`config.mk`:
```
export PLATFORM = sky130hd
export DESIGN_NAME = drop_oldest_queue_burst_drain
export DESIGN_NICKNAME = d
export VERILOG_FILES = /design/src/doq_pkg.sv /design/src/drop_oldest_queue_burst_drain.sv
export SDC_FILE = /design/constraint.sdc
export NUM_CORES = 1
export LEC_CHECK = 0
export BUFFER_PORTS_ARGS = -buffer_cell sky130_fd_sc_hd__clkbuf_2
export CAP_MARGIN = 20
export CORE_MARGIN = 8
export CORE_UTILIZATION = 66
export DETAILED_ROUTE_END_ITERATION = 12
export PLACE_DENSITY = 0.84
export SLEW_MARGIN = 20
export SYNTH_ARGS = -nofsm -noshare
export SYNTH_HDL_FRONTEND = slang
export SYNTH_SLANG_ARGS = --single-unit
```
`constraint.sdc`:
```
create_clock -name aclk -period 8.8 [get_ports aclk]
set_input_delay 0 -clock aclk [delete_from_list [all_inputs] [get_ports aclk]]
set_output_delay 0 -clock aclk [all_outputs]
set_load 0.05 [all_outputs]
```
`src/doq_pkg.sv`:
```
// Shared types and constants for the drop-oldest queue with burst drain.
// No dependencies; imported by the top level and its port checker.
package doq_pkg;

    // Field widths fixed by the stream format
    localparam int VALUE_W   = 32;
    localparam int BURST_W   = 5;
    localparam int CAP_W     = 5;
    localparam int S_TDATA_W = 40;

    // Default storage depth and register reset value
    localparam int               DEPTH_DEFAULT = 16;
    localparam logic [CAP_W-1:0] CAP_RESET     = 5'd16;

    // Most results one drain request may produce
    localparam logic [BURST_W-1:0] RESULT_LIMIT = 5'd16;

    // Request opcodes carried on s_tuser
    localparam logic OP_ENQUEUE = 1'b0;
    localparam logic OP_DRAIN   = 1'b1;

    // Sequencer states
    typedef enum logic {
        ST_IDLE,
        ST_DRAIN
    } doq_state_t;

endpackage

```
`src/drop_oldest_queue_burst_drain.sv`:
```
// Drop-oldest circular queue with burst drain, built around one entry memory.
// Depends on doq_pkg (widths, opcodes, sequencer state type).
//
// Channel   Dir  Signals                             Contents
// s_        in   s_tvalid s_tready s_tdata s_tuser   one request (enqueue or drain)
// m_        out  m_tvalid m_tready m_tdata m_tlast   one result per removed entry
//                m_tuser
// cfg_      in   cfg_valid cfg_ready cfg_data        capacity register write
//
// An enqueue writes the entry memory directly. A drain of n entries is latched,
// then reads one entry at a time through the single memory read port; a drain
// that removes nothing loads an empty result. Read data passes a one-entry
// stage and the output register, so results leave at one per cycle when m_tready
// stays high. Reset clears head, count and sequencer and sets capacity to 16;
// the entry memory is not cleared. A stalled m_ side holds reads and requests.
module drop_oldest_queue_burst_drain
    import doq_pkg::*;
#(
    parameter int DEPTH = DEPTH_DEFAULT
) (
    input  logic                 aclk,
    input  logic                 aresetn,
    // request channel
    input  logic                 s_tvalid,
    output logic                 s_tready,
    input  logic [S_TDATA_W-1:0] s_tdata,   // [31:0] item_value, [36:32] burst_count
    input  logic                 s_tuser,   // [0] opcode
    // result channel
    output logic                 m_tvalid,
    input  logic                 m_tready,
    output logic [VALUE_W-1:0]   m_tdata,   // [31:0] out_value
    output logic                 m_tlast,   // burst_last
    output logic                 m_tuser,   // [0] empty_burst
    // capacity register write
    input  logic                 cfg_valid,
    output logic                 cfg_ready,
    input  logic [CAP_W-1:0]     cfg_data
);

    localparam int AW = (DEPTH > 1) ? $clog2(DEPTH) : 1;
    localparam int CW = $clog2(DEPTH + 1);
    localparam int LW = (CW > CAP_W) ? CW : CAP_W;

    // Control and payload registers
    doq_state_t           state_reg, state_next;
    logic [AW-1:0]        head_reg, head_next;
    logic [CW-1:0]        count_reg, count_next;
    logic [BURST_W-1:0]   rem_reg, rem_next;
    logic [CAP_W-1:0]     cap_reg;

    logic [VALUE_W-1:0]   entry_mem_reg [DEPTH];
    logic [VALUE_W-1:0]   rd_data_reg;
    logic                 rd_valid_reg, rd_valid_next;
    logic                 rd_last_reg, rd_last_next;
    logic                 rd_empty_reg, rd_empty_next;

    logic                 out_valid_reg, out_valid_next;
    logic [VALUE_W-1:0]   out_value_reg;
    logic                 out_last_reg;
    logic                 out_empty_reg;

    // Datapath helpers
    logic                 s_acc;
    logic                 out_load;
    logic                 slot_free;
    logic                 rd_en;
    logic                 wr_en;
    logic                 empty_load;
    logic                 drain_load;
    logic [AW-1:0]        head_inc;
    logic [LW-1:0]        cap_eff;
    logic                 drop;
    logic [AW-1:0]        head_enq;
    logic [CW-1:0]        count_kept;
    logic [AW:0]          tail_sum;
    logic [AW-1:0]        tail_addr;
    logic [BURST_W-1:0]   k_sat;
    logic [BURST_W-1:0]   n_take;

    // Handshakes
    assign out_load  = rd_valid_reg && (!out_valid_reg || m_tready);
    assign slot_free = !rd_valid_reg || out_load;
    assign s_tready  = (state_reg == ST_IDLE) && slot_free;
    assign s_acc     = s_tvalid && s_tready;
    assign cfg_ready = 1'b1;

    assign m_tvalid = out_valid_reg;
    assign m_tdata  = out_value_reg;
    assign m_tlast  = out_last_reg;
    assign m_tuser  = out_empty_reg;

    // Pointer arithmetic: head wrap, drop decision and tail address
    always_comb begin
        head_inc = (head_reg == AW'(DEPTH - 1)) ? '0 : head_reg + 1'b1;

        if (cap_reg == '0) begin
            cap_eff = LW'(1);
        end else if (LW'(cap_reg) > LW'(DEPTH)) begin
            cap_eff = LW'(DEPTH);
        end else begin
            cap_eff = LW'(cap_reg);
        end

        drop       = (LW'(count_reg) >= cap_eff) && (count_reg != '0);
        head_enq   = drop ? head_inc : head_reg;
        count_kept = drop ? count_reg - 1'b1 : count_reg;
        tail_sum   = {1'b0, head_enq} + (AW + 1)'(count_kept);
        tail_addr  = (tail_sum >= (AW + 1)'(DEPTH)) ? AW'(tail_sum - (AW + 1)'(DEPTH))
                                                    : AW'(tail_sum);

        k_sat  = (s_tdata[VALUE_W +: BURST_W] > RESULT_LIMIT) ? RESULT_LIMIT
                                                              : s_tdata[VALUE_W +: BURST_W];
        n_take = (LW'(k_sat) < LW'(count_reg)) ? k_sat : BURST_W'(count_reg);
    end

    // Next state of the drain sequencer
    always_comb begin
        state_next = state_reg;
        unique case (state_reg)
            ST_IDLE: begin
                if (s_acc && (s_tuser == OP_DRAIN) && (n_take != '0)) begin
                    state_next = ST_DRAIN;
                end
            end
            ST_DRAIN: begin
                if (slot_free && (rem_reg == BURST_W'(1))) begin
                    state_next = ST_IDLE;
                end
            end
            default: state_next = ST_IDLE;
        endcase
    end

    // Sequencer outputs: memory strobes and stage loads
    always_comb begin
        rd_en      = 1'b0;
        wr_en      = 1'b0;
        empty_load = 1'b0;
        drain_load = 1'b0;
        unique case (state_reg)
            ST_IDLE: begin
                wr_en      = s_acc && (s_tuser == OP_ENQUEUE);
                empty_load = s_acc && (s_tuser == OP_DRAIN) && (n_take == '0);
                drain_load = s_acc && (s_tuser == OP_DRAIN) && (n_take != '0);
            end
            ST_DRAIN: begin
                rd_en = slot_free;
            end
            default: ;
        endcase
    end

    // Next values of pointers, count and pipeline stages
    always_comb begin
        head_next      = head_reg;
        count_next     = count_reg;
        rem_next       = rem_reg;
        rd_valid_next  = rd_valid_reg && !out_load;
        rd_last_next   = rd_last_reg;
        rd_empty_next  = rd_empty_reg;
        out_valid_next = out_load || (out_valid_reg && !m_tready);

        priority if (wr_en) begin
            head_next  = head_enq;
            count_next = count_kept + 1'b1;
        end else if (rd_en) begin
            head_next     = head_inc;
            count_next    = count_reg - 1'b1;
            rem_next      = rem_reg - 1'b1;
            rd_valid_next = 1'b1;
            rd_last_next  = (rem_reg == BURST_W'(1));
            rd_empty_next = 1'b0;
        end else if (empty_load) begin
            rd_valid_next = 1'b1;
            rd_last_next  = 1'b1;
            rd_empty_next = 1'b1;
        end else if (drain_load) begin
            rem_next = n_take;
        end else begin
            rem_next = rem_reg;
        end
    end

    // Control registers
    always_ff @(posedge aclk) begin
        if (!aresetn) begin
            state_reg     <= ST_IDLE;
            head_reg      <= '0;
            count_reg     <= '0;
            rem_reg       <= '0;
            cap_reg       <= CAP_RESET;
            rd_valid_reg  <= 1'b0;
            out_valid_reg <= 1'b0;
        end else begin
            state_reg     <= state_next;
            head_reg      <= head_next;
            count_reg     <= count_next;
            rem_reg       <= rem_next;
            rd_valid_reg  <= rd_valid_next;
            out_valid_reg <= out_valid_next;
            if (cfg_valid && cfg_ready) begin
                cap_reg <= cfg_data;
            end
        end
    end

    // Entry memory: write on enqueue, registered read on drain. Writes happen
    // only in idle and reads only while draining, so no entry is written and
    // read in the same cycle.
    always_ff @(posedge aclk) begin
        if (wr_en) begin
            entry_mem_reg[tail_addr] <= s_tdata[VALUE_W-1:0];
        end
        if (rd_en) begin
            rd_data_reg <= entry_mem_reg[head_reg];
        end
    end

    // Stage flags and output payload
    always_ff @(posedge aclk) begin
        rd_last_reg  <= rd_last_next;
        rd_empty_reg <= rd_empty_next;
        if (out_load) begin
            out_value_reg <= rd_empty_reg ? '0 : rd_data_reg;
            out_last_reg  <= rd_last_reg;
            out_empty_reg <= rd_empty_reg;
        end
    end

endmodule

```
## Word-level counts from Yosys, hierarchy flattened

Memory sizes are Yosys's and may differ from the RTL's. A register that Yosys moved wholly into a read port is not among the register bits.
Cells that the tools add are included.

- Flip-flop bits (word level): 58
- Memory bits (writable): 512
- Bits of input ports: 51
- Output and inout port bits: 37
- Logic and storage cells: 86
- Memories kept: 1

- Add/sub/neg operators: 6
- Order comparisons: 5
- Eq/ne operators: 3
- Muxes and demuxes: 29
- Bitwise gates (word level): 3
- Reduce and logical (&&, ||, !) cells: 27

Memories:

| memory | depth | width | read ports | clocked after memory_dff | write ports | RTL line | text |
|---|---|---|---|---|---|---|---|
| entry_mem_reg | 16 | 32 | 1 | 1 | 1 | drop_oldest_queue_burst_drain.sv:51 | `logic [VALUE_W-1:0] entry_mem_reg [DEPTH];` |

Operators by type and width:

| kind | number |
|---|---|
| $mux 5 | 10 |
| $mux 4 | 5 |
| $mux 1 | 13 |
| $logic_and 1x1->1 | 11 |
| $gt 5x5->1 const B | 2 |
| $logic_not 5->1 | 2 |
| $reduce_bool 5->1 | 2 |
| $sub 5x1->5 const B | 2 |
| $reduce_bool 2->1 | 3 |
| $add 4x5->5 | 1 |
| $add 5x1->5 const B | 1 |
| $eq 5x1->1 const B | 1 |
| $ge 5x5->1 | 1 |
| $ge 5x5->1 const B | 1 |
| $lt 5x5->1 | 1 |
| $add 4x1->4 const B | 1 |
| $eq 4x4->1 const B | 1 |
| $logic_not 1->1 | 4 |
| $sub 4x1->4 const B | 1 |
| $logic_or 1x1->1 | 3 |
| $not 1->1 | 3 |
| $reduce_and 3->1 | 1 |
| $ne 2x2->1 const B | 1 |
| $pmux 1 s2 | 1 |
| $reduce_and 2->1 | 1 |

## Longest topological paths before layout

Gate-level depths: netlist (run 1).

- Depth in word-level cells: 12
- Depth in mapped cells: 15
- Gate-level depth less buffers: 15

## Worst setup path before layout (run 1)

Ideal clock, no wire load.

- Path type: reg-to-reg
- From: register cap_reg[4]
- To: memory entry_mem_reg[11][0], enable pin
- Library setup time: 461 ps
- Arrival time: 5190 ps
- Required time: 8339 ps
- Path slack: 3149 ps
- Stages on the path, launching flop included: 14
- Buffers on the path: 0
- Clock period less this slack: 5651 ps
- Cells stage by stage: dfxtp_1 inv_1 nand2_1 ha_1 o21ai_0 o221a_2 nor2_2 xnor2_1 ha_1 inv_1 fa_1 xnor3_1 nand4_1 nor3_1

- Word-level cells in the longest chain between the ends: 9
- Elaborated cells on any way between the ends: 12
- Those cells by class: 2 x add/sub; 3 x order compare; 5 x mux; 2 x reduce/logical

Ends and longest elaborated chain:

| what | RTL line | text |
|---|---|---|
| start, declared | drop_oldest_queue_burst_drain.sv:49 | `logic [CAP_W-1:0] cap_reg;` |
| start signal, assigned | drop_oldest_queue_burst_drain.sv:202 | `cap_reg <= cfg_data;` |
| $gt 5x5->1 | drop_oldest_queue_burst_drain.sv:98 | `end else if (LW'(cap_reg) > LW'(DEPTH)) begin` |
| $mux 5 | drop_oldest_queue_burst_drain.sv:98 |  |
| $mux 5 * | drop_oldest_queue_burst_drain.sv:96 | `if (cap_reg == '0) begin` |
| $ge 5x5->1 * | drop_oldest_queue_burst_drain.sv:104 | `drop = (LW'(count_reg) >= cap_eff) && (count_reg != '0);` |
| $logic_and 1x1->1 * | drop_oldest_queue_burst_drain.sv:104 |  |
| $mux 4 / $mux 5 (equally long branches) | drop_oldest_queue_burst_drain.sv:105, drop_oldest_queue_burst_drain.sv:106 |  |
| $add 4x5->5 * | drop_oldest_queue_burst_drain.sv:107 | `tail_sum = {1'b0, head_enq} + (AW + 1)'(count_kept);` |
| $sub 4x1->4 / $ge 5x5->1 (equally long branches) | drop_oldest_queue_burst_drain.sv:108 | `tail_addr = (tail_sum >= (AW + 1)'(DEPTH)) ? AW'(tail_sum - (AW + 1)'(DEPTH))` |
| $mux 4 * | drop_oldest_queue_burst_drain.sv:108 |  |
| end, declared | drop_oldest_queue_burst_drain.sv:51 |  |

Every way passes the cells marked *; elsewhere a longest branch is shown, timed or not.

## Worst setup path in the final report (run 1)

- From: register cap_reg[4]
- To: memory entry_mem_reg[8][13], enable pin

Same word-level chain as after synthesis.

==> run metrics, run 1 <==
status completed; worst skew pair latency 590 ps; number of buffers inserted by port buffering 83; Crit. End Element register; slowest CP cell nor3_2; main flop type after synthesis edfxtp_1; row count 69; final setup TNS 0 ps; post-synthesis sequential area ratio 0.764; antenna diode count 0; RSZ-0062 raised after global routing false; drt wl/cell 31.1 um; worst hold margin 27.4 ps; Worst Path Required 9020 ps; H-tree depth 2; VDD IR-drop max 0.000210 V; CORE AREA 35,200 um^2; worst hold path class input port to register; largest fanout on the critical path 26; endpoints failing setup 0; number of global-route vias before repair 12,400; post-place setup slack 3860 ps; Startpoint Class register; ratio of cells with drive above 1 in the final layout 0.304; Total GRT Usage 0.263; Cell Pwr Density 257 nW/um^2; CTS tree yes; critical path type register to register; largest net degree at the start of global routing 73; Max Buffers Root-to-Sink 3; global route overflow 0; die area 41,700 um^2; LEAKAGE 8.59 nW; async set-reset flop share out of synthesis 0; Yosys warning count 0; crit path DAT 5230 ps; Post-synth EDFFs 580; number of routed nets with antenna violations 0; Clock Skew 17.7 ps; Achievable Freq 199 MHz; DP HPWL 27,200 um; clock tree root buffer cell clkbuf_16; Initial Utilization 0.664; setup repair bufs after CTS 0; overall routed net length 54,600 um; die width 204 um; Area Overhead vs Synth 15.1%; overall power 6.92 mW; via count 11,800; Critical Path, Cell by Cell inv_1, nand2_1, ha_1, o21ai_0, o221a_2, nor2_2, xnor2_1, ha_1, inv_1, fa_1, xnor3_1, nand3_1, nor3_2, buf_4; syn_nets 1,135; routability cong. 0.816; synthesized area per cell 21.9 um^2; min Tclk post-route 5020 ps; io pins 88; Max-slew headroom 0.263; Synth cell types 57; Cell Area, Synth 23,400 um^2; Post-route DRC 0; Yosys reg bits 602; # nets final 1,318; actual slew at the worst max-slew pin 1100 ps; slack of the critical path 3780 ps; CTS buffer count 56; max FFs per register 512; post-CTS sizing 0; 1st-iter DRT viols 1,264; initial antenna violation count 0; DR pass1 iterations 5; Fin. Hold Viols 0; clock slew at reported path FFs 60 ps; max-slew violations 0; CP peak stage delay 650 ps; final worst path period share 0.570; utilization after layout 0.764; Via density 6.72; global-route wire length before repair 79,700 um; Max-Cap Viols 0; Die Y 204 um; clock sink count 602; Mapped Cells 1,066
-- report_power, final --
part           switching (mW)  internal [mW]  total (mW)
clock network            1.05           1.31        2.35
logic                   0.628          0.441        1.07
registers               0.105           3.40        3.50
total                    1.78           5.14        6.92
-- cell usage after synthesis (all sizes together), types with 6 or more instances --
master,n,area (um^2)
mux4,160,3600
nor2b,45,282
o21ai,11,55.1
clkbuf,29,109
a21oi,22,110
edfxtp,580,17400
xnor2,9,78.8
mux2i,11,110
nand2,21,78.8
inv,16,60.1
dfxtp,22,440
buf,17,68.8
nor3,13,65.1
nand2b,6,37.5
ha,17,213
nand3,8,40.0
nor2,15,61.3
-- placed cells by master (no fill, tap or decap), types with 3 or more instances in the layout --
cell type,synthesis,final
a21o_1,5,5
a21oi_1,22,14
a21oi_4,0,8
a31oi_1,3,3
a32o_1,3,3
and2_1,3,3
buf_4,1,33
bufinv_16,0,4
clkbuf_1,29,9
clkbuf_16,0,57
clkbuf_2,0,83
clkinv_1,0,8
clkinv_2,0,14
clkinv_4,0,3
clkinvlp_4,0,5
dfxtp_1,22,18
dlygate4sd3_1,0,55
edfxtp_1,580,580
ha_1,17,17
inv_1,16,15
mux2i_1,11,11
mux4_2,160,160
nand2_1,21,21
nand2b_1,6,6
nand3_1,8,8
nand3b_1,4,4
nand4_1,4,4
nor2_1,13,13
nor2b_1,45,44
nor3_1,13,5
nor3_2,0,8
nor4_1,3,3
o211ai_1,3,3
o21a_1,4,4
o21ai_0,11,11
xnor2_1,9,9
-- through the flow --
step                std cells  cell area, um^2
floorplan                1066            23400
global placement         1597            24600
detailed placement       1597            24600
CTS                      1753            26900
global route             1753            26900
finish                   1753            26900
-- final timing paths --
| kind | slack [ps] | to | start | cells past startpoint |
|---|---|---|---|---|
| hold reg to reg | 440 | m_tlast | rd_last_reg | 0 |
| hold / removal | 30 | rem_reg[1] | s_tdata[33] | 6 |
| setup / recovery | 3780 | entry_mem_reg[8][13] | cap_reg[4] | 14 |
| setup reg to reg | 3780 | entry_mem_reg[8][13] | cap_reg[4] | 14 |
-- per-layer routing --
layer,global-route usage,part of all wire,vias to the layer above
li1,-,-,4822
met1,0.340,0.36,6132
met2,0.460,0.52,692
met3,0.0387,0.081,138
met4,0.0807,0.032,0
met5,0,0,-
-- area by class of cell --
class,instances,area (um^2)
clock buffer,66,1460
clock inverter,35,304
fill,1809,8320
inverter,16,60.1
multi-input combinational,402,5430
sequential,602,17900
tap,461,577
timing repair buffer,171,1210
-- repair_timing --
action	in CTS	in global routing
hold endpoints to repair	530	0
hold buffers	55	0
endpoints found under the setup margin	0	0
-- cell families after synthesis --
kind of cell | share of synthesized area
adder cells (fa/ha/maj) | 0.00995
flip-flops | 0.764
buffers and inverters | 0.0102
multiplexers | 0.159
AND/OR/NAND/NOR | 0.0306
other | 0.000160
AO/OA/AOI/OAI | 0.0204
XOR/XNOR | 0.00578
-- critical path, delay by kind of cell (launching register included) --
| family | cells | cell delay (ps) |
|---|---|---|
| AND/OR/NAND/NOR | 4 | 1350 |
| adder cells (fa/ha/maj) | 3 | 1030 |
| buffers and inverters | 3 | 800 |
| XOR/XNOR | 2 | 690 |
| AO/OA/AOI/OAI | 2 | 440 |
| flip-flops | 1 | 310 |
Power figures use the tool's default switching activity.
==> inputs of run 2 (changes only) <==
--- a/config.mk
+++ b/config.mk
@@ -8,9 +8,9 @@
 export BUFFER_PORTS_ARGS = -buffer_cell sky130_fd_sc_hd__clkbuf_2
 export CAP_MARGIN = 20
 export CORE_MARGIN = 8
-export CORE_UTILIZATION = 66
+export CORE_UTILIZATION = 61
 export DETAILED_ROUTE_END_ITERATION = 12
-export PLACE_DENSITY = 0.84
+export PLACE_DENSITY = 0.79
 export SLEW_MARGIN = 20
 export SYNTH_ARGS = -nofsm -noshare
 export SYNTH_HDL_FRONTEND = slang
==> constraint.sdc (replaced) <==
create_clock -name aclk -period 5.2 [get_ports aclk]
set_input_delay 0 -clock aclk [delete_from_list [all_inputs] [get_ports aclk]]
set_output_delay 0 -clock aclk [all_outputs]
set_load 0.05 [all_outputs]
==> run metrics, run 2 (synthesis gave the netlist of run 1 again) <==
status completed; FF/Latch Area 17,900 um^2; die area 44,900 um^2; max FFs per register 512; Max Buffers Root-to-Sink 3; area post-placement 24,800 um^2; Crit. End Element register; LEAKAGE 8.67 nW; largest net degree at the start of global routing 71; CTS buffer count 57; CORE AREA 37,800 um^2; commonest non-fill, non-tap cells in the layout 580 x edfxtp_1, 160 x mux4_2, 83 x clkbuf_2; crit path launch cap_reg[4]; global route overflow 0; H-tree depth 2; Post-route DRC 0; io pins 88; CTS tree yes; utilization after layout 0.720; RSZ-0062 raised after global routing false; leading cell type in the layout, fill and taps excluded edfxtp_1; Fin. Hold Viols 0; clock tree root buffer cell clkbuf_16; global-route wire length before repair 76,200 um; Area Overhead vs Synth 16.2%; 1st-iter DRT viols 1,071; multi-input logic area 5480 um^2; clock slew at reported path FFs 60 ps; CP peak stage delay 580 ps; min Tclk post-route 4490 ps; antenna diode count 0; routability cong. 0.817; worst skew pair latency 620 ps; Fillers 2,131; slowest CP cell buf_4; DR pass1 iterations 5; row count 71; Initial Utilization 0.619; Startpoint Class register; DP HPWL 26,800 um; max-slew violations 0; # nets final 1,328; via count 11,400; Total GRT Usage 0.232; drt wl/cell 28.0 um; worst hold start s_tdata[32]; initial antenna violation count 0; die width 212 um; R2R Setup Slk 710 ps; worst hold path class input port to register; VDD IR-drop max 0.000313 V; Cell Pwr Density 435 nW/um^2; Max-slew headroom 0.262; actual slew at the worst max-slew pin 1110 ps; number of routed nets with antenna violations 0; Max-Cap Viols 0; critical path type register to register; largest fanout on the critical path 32; Achievable Freq 223 MHz; final setup TNS 0 ps; Critical R2R Launch cap_reg[4]; setup repair bufs after CTS 0; Die Y 212 um; final worst path period share 0.864; Worst Path Required 5440 ps; crit path DAT 4730 ps; Final Cell Area 27,200 um^2; Clock Skew 11.2 ps; Via density 6.28; Critical Path, Cell by Cell inv_1, nand2_1, ha_1, o21ai_0, o221a_2, nor2_2, xnor2_1, ha_1, inv_1, fa_1, xnor3_1, nand3_1, nor3_4, buf_4; ratio of cells with drive above 1 in the final layout 0.305; clock sink count 602; number of global-route vias before repair 12,100; overall power 11.8 mW; endpoints failing setup 0; number of buffers inserted by port buffering 83; overall routed net length 50,800 um
==> run 2: cell types whose count changed in the layout (fill, tap and decap cells not counted), sizes merged <==
cell         delta
clkbuf         +10
buf             +8
clkinvlp        -3
clkinv          -2
bufinv          +1
dlygate4sd3     +1
==> run 2: routing by layer <==
layer / part of all wire / global-route usage
met5: 0 / 0
met4: 0.031 / 0.0875
met3: 0.076 / 0.0424
met2: 0.51 / 0.392
met1: 0.38 / 0.301
==> run 2: where the power goes <==
| part | internal (mW) | switching [mW] | total, mW | leakage (nW) |
|---|---|---|---|---|
| Clock | 2.32 | 1.75 | 4.07 | 0.895 |
| Combinational | 0.770 | 1.11 | 1.88 | 2.35 |
| Sequential | 5.74 | 0.114 | 5.86 | 5.42 |
==> run 2: timing repair <==
action / in CTS / in global routing
endpoints found under the hold margin: 534 / 0
gates resized for setup: 0 / 0
hold buffers: 56 / 0
==> run 2: worst max-delay path, delay by kind of cell (launching register included) <==
kind | cells | cell delay, ps
adders and majority gates | 3 | 1030
and+or+nand+nor | 4 | 860
buffers and inverters | 3 | 800
xor gates and xnor gates | 2 | 670
AOI/OAI and AO/OA | 2 | 440
DFF | 1 | 310
==> run 2: path summary, 6_finish.rpt <==
kind | depth (start not counted) | to
setup / recovery | 14 | entry_mem_reg[10][11]
hold / removal | 6 | rem_reg[0]
setup reg to reg | 14 | entry_mem_reg[10][11]
hold reg to reg | 0 | m_tlast
==> run 2: stage by stage <==
| stage | setup WS (ps) | hold slack [ps] | instances |
|---|---|---|---|
| final | 709 | 54.1 | 1818 |
| after global routing | 434 | 112 | 1818 |
| after CTS | 738 | 11.2 | 1818 |
| after detailed placement | 808 | 244 | 1655 |
| after global placement | 857 | 232 | 1655 |
| after floorplan | 167 | 98.9 | 1066 |
==> run 2: layout make-up <==
| cell class | instances | share of cell area |
|---|---|---|
| Clock buffer | 76 | 0.0563 |
| Clock inverter | 31 | 0.0112 |
| Inverter | 16 | 0.00221 |
| Multi-Input combinational cell | 402 | 0.201 |
| Sequential cell | 602 | 0.657 |
| Tap cell | 511 | 0.0235 |
| Timing Repair Buffer | 180 | 0.0478 |
==> inputs of run 3 (changes only) <==
--- a/config.mk
+++ b/config.mk
@@ -10,7 +10,7 @@
 export CORE_MARGIN = 8
 export CORE_UTILIZATION = 61
 export DETAILED_ROUTE_END_ITERATION = 12
-export PLACE_DENSITY = 0.79
+export PLACE_DENSITY = 0.9
 export SLEW_MARGIN = 20
 export SYNTH_ARGS = -nofsm -noshare
 export SYNTH_HDL_FRONTEND = slang
==> run metrics, run 3 (synthesis gave the netlist of run 1 again) <==
CTS tree yes; FF-to-FF path depth 12; gate family responsible for the most delay along the worst path compound AO/OA/AOI/OAI gates; Post-route DRC 0; clock slew at reported path FFs 60 ps; number of global-route vias before repair 12,400; routability cong. 0.812; Area Overhead vs Synth 16.3%; max FFs per register 512; final setup TNS 0 ps; row count 71; worst r2r dst entry_mem_reg[6][29]; CORE AREA 37,800 um^2; endpoints failing setup 0; number of routed nets with antenna violations 0; Final Cell Area 27,200 um^2; area post-placement 24,800 um^2; status completed; clock sink count 602; Critical Path End entry_mem_reg[6][29]; Max-slew headroom 0.273; VDD IR-drop max 0.000318 V; worst hold path class input port to register; Max-Cap Viols 0; DR pass1 iterations 6; die width 212 um; number of buffers inserted by port buffering 83; io pins 88; Initial Utilization 0.619; drt wl/cell 30.0 um; H-tree depth 2; leading cell type in the layout, fill and taps excluded edfxtp_1; max-slew violations 0; global-route wire length before repair 79,900 um; ratio of cells with drive above 1 in the final layout 0.301; clock tree root buffer cell clkbuf_16; Die Y 212 um; Max Buffers Root-to-Sink 3; via count 11,700; min Tclk post-route 4870 ps; Critical Path Stages 12; overall routed net length 54,300 um; actual slew at the worst max-slew pin 1090 ps; CP bufs+invs 3; Total GRT Usage 0.245; CTS buffer count 56; Fin. Hold Viols 0; largest fanout on the critical path 17; Clock Skew 21.1 ps; Startpoint Class register; Via density 6.48; Placed Instances 1,647; slowest CP cell a21oi_4; R2R Setup Slk 330 ps; post-CTS sizing 0; Fillers 2,045; crit path launch cap_reg[4]; DP HPWL 28,500 um; 1st-iter DRT viols 1,393; Crit. End Element register; crit path DAT 5120 ps; worst hold margin 108 ps; initial antenna violation count 0; overall power 12.0 mW; largest net degree at the start of global routing 112; Achievable Freq 205 MHz; critical path type register to register; Cell Pwr Density 440 nW/um^2; global route overflow 0; antenna diode count 0; Critical Path, Cell by Cell inv_1, nand2_1, ha_1, a211oi_1, o221ai_1, a31oi_2, inv_1, ha_1, a21o_1, a311o_1, a21oi_4, buf_4; RSZ-0062 raised after global routing false; # nets final 1,321; commonest non-fill, non-tap cells in the layout 580 x edfxtp_1, 160 x mux4_2, 83 x clkbuf_2; CP peak stage delay 800 ps; die area 44,900 um^2; Critical R2R Launch cap_reg[4]; final worst path period share 0.937; worst skew pair latency 600 ps; LEAKAGE 8.67 nW; Worst Path Required 5450 ps; non-filler cells, final 1,808
-- run 3: cell count changes in the layout (fill, tap and decap cells not counted), moves of 3 or more --
cell       change
buf_4          -9
clkbuf_1       -8
buf_12         +4
bufinv_16      +3
clkinv_1       +6
-- run 3: how the worst min path moves through the flow --
stage          cells after the start                  end   startpoint  slack, ps
4_1_cts                            6           rem_reg[0]  s_tdata[32]         70
3_5_place_dp                       3           cap_reg[4]  cfg_data[4]        230
6_report                           5           rem_reg[2]  s_tdata[34]        110
3_3_place_gp                       3           cap_reg[4]  cfg_data[4]        230
2_1_floorplan                      0  entry_mem_reg[0][0]   s_tdata[0]        100
5_1_grt                            6           rem_reg[0]  s_tdata[32]        150
-- run 3: power by group --
group	internal, mW	switching (mW)	total (mW)
sequential	5.74	0.144	5.89
combinational	0.782	1.15	1.93
clock	2.40	1.75	4.15
total	8.93	3.04	12.0
-- run 3: metal layers --
layer | global-route usage | up-vias | routed length (um)
li1 | - | 4821 | -
met1 | 0.311 | 6092 | 20000
met2 | 0.425 | 673 | 28400
met3 | 0.0386 | 133 | 4250
met4 | 0.0954 | 0 | 1720
met5 | 0 | - | 0
-- run 3: repair_timing --
action                                  in CTS  in global routing
endpoints found under the hold margin      531                  0
buffers inserted                             0                  2
endpoints found under the setup margin       0                 17
hold buffers                                56                  0
-- run 3: per-stage QoR --
stage / util / setup WS (ps)
floorplan: - / 167
global placement: 0.656 / 652
detailed placement: 0.656 / 448
CTS: 0.720 / 351
global route: 0.720 / 69.5
finish: 0.720 / 330
-- run 3: layout make-up --
class	instances	area, um^2	share of cell area
sequential	602	17900	0.657
timing repair buffer	174	1300	0.0478
tap	511	639	0.0235
clock buffer	66	1460	0.0537
clock inverter	37	388	0.0143
multi-input combinational	402	5480	0.202
inverter	16	60.1	0.00221
-- run 3: tightest hold or removal path, stage by stage --
cell and delay, ps:
clkbuf_2 90, nor2b_1 180, a21oi_1 90, o21ai_0 150, a32o_1 160
